--- src/design/bia_pkg.sv ---
`default_nettype none

package bia_pkg;

   // Pool geometry
   localparam int MaxIds     = 4096;
   localparam int WordBits   = 64;
   localparam int KeyWidth   = 64;
   localparam int NumUnits   = MaxIds / WordBits;
   localparam int IdWidth    = $clog2(MaxIds);
   localparam int BitWidth   = $clog2(WordBits);
   localparam int UnitWidth  = $clog2(NumUnits);
   localparam int CountWidth = IdWidth + 1;
   localparam int ValueWidth = 64;

   typedef enum logic [1:0] {
      KIND_ADD     = 2'd0,
      KIND_RELEASE = 2'd1,
      KIND_REPLACE = 2'd2,
      KIND_CLEAR   = 2'd3
   } kind_type;

   typedef enum logic [1:0] {
      STATUS_OK       = 2'd0,
      STATUS_NOT_LIVE = 2'd1,
      STATUS_FULL     = 2'd2
   } status_type;

   typedef struct packed {
      kind_type                kind;
      logic [IdWidth-1:0]      key_id;
      logic [ValueWidth-1:0]   key_value;
   } req_type;

   typedef struct packed {
      logic [IdWidth-1:0]      given_id;
      status_type              status;
      logic [CountWidth-1:0]   live_count;
   } rsp_type;

   // Controller to datapath commands
   typedef struct packed {
      logic accept;   // latch request, launch store reads
      logic commit;   // write stores, update pool state, load result
   } ctrl_cmd_type;

endpackage

`default_nettype wire

--- src/design/bia_ctrl.sv ---
`default_nettype none

module bia_ctrl (
   input  wire logic                  clock,
   input  wire logic                  reset,
   input  wire logic                  req_valid,
   output logic                       req_stall,
   output logic                       rsp_valid,
   input  wire logic                  rsp_stall,
   output bia_pkg::ctrl_cmd_type      cmd
);

   typedef enum logic [1:0] {
      ST_IDLE = 2'b01,
      ST_EXEC = 2'b10
   } state_type;

   state_type state_ff, state_in;
   logic      rsp_valid_ff, rsp_valid_in;
   logic      out_free;

   // result register can take a new result this cycle
   assign out_free = !rsp_valid_ff || !rsp_stall;

   always_comb begin
      state_in   = state_ff;
      cmd.accept = 1'b0;
      cmd.commit = 1'b0;
      req_stall  = 1'b1;
      case (state_ff)
         ST_IDLE: begin
            req_stall  = 1'b0;
            cmd.accept = req_valid;
            if (req_valid) begin
               state_in = ST_EXEC;
            end
         end
         ST_EXEC: begin
            cmd.commit = out_free;
            if (out_free) begin
               state_in = ST_IDLE;
            end
         end
         default: begin
            state_in = ST_IDLE;
         end
      endcase
   end

   assign rsp_valid_in = cmd.commit || (rsp_valid_ff && rsp_stall);

   always_ff @(posedge clock) begin
      if (reset) begin
         state_ff     <= ST_IDLE;
         rsp_valid_ff <= 1'b0;
      end else begin
         state_ff     <= state_in;
         rsp_valid_ff <= rsp_valid_in;
      end
   end

   assign rsp_valid = rsp_valid_ff;

endmodule

`default_nettype wire

--- config.mk ---
export PLATFORM = sky130hd
export DESIGN_NAME = bia_ctrl
export DESIGN_NICKNAME = d
export VERILOG_FILES = /design/src/design/bia_pkg.sv /design/src/design/bia_ctrl.sv
export SDC_FILE = /design/constraint.sdc
export NUM_CORES = 1
export LEC_CHECK = 0
export BUFFER_PORTS_ARGS = -buffer_cell sky130_fd_sc_hd__buf_2
export CORE_AREA = 2 2 39 41
export DETAILED_ROUTE_END_ITERATION = 10
export DIE_AREA = 0 0 41 43
export PLACE_DENSITY_LB_ADDON = 0.12
export SLEW_MARGIN = 20
export SYNTH_ARGS = -nofsm -noshare
export SYNTH_HDL_FRONTEND = slang
export SYNTH_SLANG_ARGS = --single-unit
--- constraint.sdc ---
create_clock -name clock -period 0.9 [get_ports clock]
set_input_delay 0.27 -clock clock [delete_from_list [all_inputs] [get_ports clock]]
set_output_delay 0.27 -clock clock [all_outputs]
set_load 0.02 [all_outputs]
# == Word level (Yosys, flattened, before mapping) ==
# Index checks and enable logic that the tools add are counted.
# op_classes
eq_ne,4
n_mux,6
n_reduce_logical,6
# ops
cell,count
2-to-1 mux 2 bit,2
"!= test 2 bit, second input constant",2
one-hot mux 2 bit (2 select lines),1
2-to-1 mux 1 bit,3
"== test 2 x 1 -> 1 bit, second input constant",1
"== test 2 bit, second input constant",1
logical NOT 1 bit,2
logical OR 1 bit,2
AND reduction 2 bit,1
logical AND 1 bit,1
# word_totals
ff_bits,3
inputBits,4
out_inout_bits,4
word_cells,18

# == Logic depth before layout (Yosys ltp) ==
# depth
word_depth,4
mapped_depth,2
ltp_nobuf,2

# == Worst setup path after synthesis ==
# Ideal clock, no wire load.
# synth_timing
path_type,reg-to-output
startpoint,register state_ff[0]
endpoint,output cmd[0] in the netlist's numbering
arrival_time_ps,791
t_required_ps,630
slack_ps,-161
stages_incl_launch_ff,3
n_path_buf,0
cell_sequence,dfxtp_1 -> nand2b_1 -> a21oi_1
# synth_rtl
item,line_no,source
"start, declared",bia_ctrl.sv:18,"state_type state_ff, state_in;"
"start signal, assigned",bia_ctrl.sv:57,state_ff <= state_in;
"end, declared",bia_ctrl.sv:10,output bia_pkg::ctrl_cmd_type cmd

==> metrics <==
count of filler cells inserted in the layout=around 160; CTS Hold Bufs=0; biggest area contributors in the synthesized netlist=sky130_fd_sc_hd__dfxtp_1 (50%), sky130_fd_sc_hd__a21oi_1 (13%), sky130_fd_sc_hd__nand4b_1 (7.3%); first-pass iteration count of the detailed router=1; cell count after synthesis=13; largest net degree at the start of global routing=5; cell at the root of the clock tree=sky130_fd_sc_hd__clkbuf_4; setup repair after global routing missed its margin=true; failing checks=negative setup slack; r2r worst-path depth=3; crit end category=output port; Critical path origin=state_ff[1]; Yosys warning total=0; final setup violation count=5; Core Area=0.00138 mm^2; Top FF cell, synth=sky130_fd_sc_hd__dfxtp_1; endpoint of the worst register-to-register path=state_ff[0]; vias in the first global route=between 150 and 200; Detailed Place HPWL=around 250 um; Min-Delay Path Class=in2reg; beginning of the worst register-to-register path=state_ff[1]; initial standard-cell utilization of the core=8.68%; setup slack of the critical path after layout=-0.304 ns; share of async-settable or async-resettable flops after synthesis=0%; residual antenna-violating net count after detailed routing=0; Via density=3.30; clock tree from TritonCTS=yes; stage delay of the slowest cell on the critical path=0.35 ns; area of the die=approximately 0.0018 mm^2; worst max-slew margin expressed relative to the limit=between 90% and 100%; portion of synthesized cell area occupied by the leading cell type=about half; initial antenna violation count=0; worst IR drop on VDD=around 0.52 mV; area of the mapped netlist=approximately 120 um^2; largest buffer count on any clock path=2; worst-margin pin slew=0.114 ns; per-cell routed wire length=7.09 um; Worst Path Class, Setup=reg2out; final cell count without fillers=43; detailed-route via count=roughly 140; number of enable flip-flop cells after synthesis=0; Total Wirelength=305 um; wire length of the first global-routing pass=558 um; Final Slew Violations=0; # Max-Cap Violations=0; slack of the worst reg-to-reg path=-0.05 ns; count of state elements after synthesis=3; Layout Utilization=between 10% and 20%; I/O pin count=8; most common library cells after synthesis=sky130_fd_sc_hd__a21oi_1 (3), sky130_fd_sc_hd__dfxtp_1 (3); Remaining Overflow, GRT=0; total clock buffers created by CTS=3; placed instance area=between 200 and 250 um^2; final net count=32; Critical Path End=cmd[1]; share of layout cells above drive strength 1=a little over two thirds; Horiz. Die Dim=~40 um; Min Clock Period, post-route=1.20 ns; number of clock sinks=3; static leakage power=0.126 nW; CTS clock-pin slew for the worst setup and hold paths=0.03 ns; die height=about 43 um; post-synthesis area per instance=~9.2 um^2; Design Area, Final=277 um^2; clock insertion delay at the later pin of the skew report=0.23 ns; worst slack at placement=-0.147 ns; library cell occupying the most area in the post-synthesis netlist=sky130_fd_sc_hd__dfxtp_1; Max FO, Critical Path=4; syn nets=17; final weighted congestion in routability-driven placement=slightly below 0.6; DRC errors left=0; diode count=0; Setup crit start kind=flop; final setup skew=between 0.003 and 0.004 ns; data arrival time of the critical path=~0.93 ns; distinct cell type count of the synthesized netlist=9; critical path, cell by cell=nand3b_1 > inv_2 > buf_6; portion of the clock cycle consumed by the worst path in the final layout=134%; Required @ worst endpoint=roughly 0.63 ns; result of the run=complete, but fails checks; number of DRC markers in iteration 0=0; Area growth, synth to finish=130%; power per standard cell area=1620 mW/mm^2; sequential area share after synthesis=between 50% and 60%; number of cells after detailed placement=38; number of port buffers=7; global-route usage over all layers=under 10%; final number of hold-violating endpoints=0; PnR Total Power=around 0.45 mW; maximum frequency from static timing analysis=831 MHz; library cell contributing the largest single delay on the critical path=sky130_fd_sc_hd__dfxtp_4; row count=14; CTS HTree Levels=1
report_power, final:
part	leakage [nW]	total [mW]	switching [mW]	internal [mW]
Clock	0.0150	0.227	0.0613	0.165
Combinational	0.0856	0.0761	0.0322	0.0439
Sequential	0.0258	0.145	0.00739	0.138
cell usage in the layout (no fill, tap or decap), drive strengths merged:
cell type,count
nand3b,1
nand2,1
buf,10
inv,1
nand4b,1
clkbuf,4
dfxtp,3
nand2b,1
or2b,1
a21oi,3
a21o,1
state kept, by name, summed over array words and instances (netlist names):
| name | count |
|---|---|
| rsp_valid | 1 |
| state_ff | 2 |
per-layer routing:
| layer | vias up | track usage, % | share of wire, % |
|---|---|---|---|
| met5 | - | 0 | 0 |
| met4 | 0 | 8.00 | 0 |
| met3 | 0 | 3.14 | 7.2 |
| met2 | 5 | 5.63 | 44 |
| met1 | 63 | 5.41 | 49 |
| li1 | 74 | - | - |
critical path, delay by kind of cell (launching register included):
| kind | cells | cell delay, ns |
|---|---|---|
| buffers and inverters | 2 | 0.18 |
| flip-flops | 1 | 0.35 |
| AND/OR/NAND/NOR | 1 | 0.19 |
layout make-up:
cell class	count	area, um^2	share of cell area (%)
tap	16	20.0	7.24
multi-input combinational	9	75.1	27.1
timing repair buffer	10	82.6	29.9
clock buffer	4	26.3	9.50
inverter	1	3.75	1.36
sequential	3	68.8	24.9
worst min path at each step:
stage | from | endpoint | slack (ns) | depth (start not counted)
2_1_floorplan | reset | rsp_valid | 0.33 | 1
3_3_place_gp | reset | state_ff[1] | 0.47 | 2
3_5_place_dp | reset | rsp_valid | 0.47 | 2
4_1_cts | reset | state_ff[1] | 0.22 | 2
5_1_grt | reset | state_ff[1] | 0.22 | 2
6_report | reset | rsp_valid | 0.22 | 2
metrics by stage:
step | TNS (ns) | hold WS (ns)
after global routing | -1.22 | 0.223
after detailed placement | -0.301 | 0.469
final | -1.04 | 0.223
after CTS | -1.26 | 0.221
after global placement | -0.328 | 0.472
after floorplan | -0.0291 | 0.332
kinds of logic (layout without fill, tap and decap cells):
kind of cell | Yosys count | after routing | synth area share [%]
buf+inv | 1 | 15 | 3.12
simple gates | 5 | 5 | 28.1
compound gates | 4 | 4 | 18.7
flops | 3 | 3 | 50.0
repair_timing:
item                                    4_1_cts  5_1_grt
pin swaps                                     0        1
gates resized for setup                      10        3
endpoints found under the setup margin        5        6
setup buffers                                 1        2
hold endpoints to repair                      0        0
No activity file was read; power rests on OpenSTA's default activity.
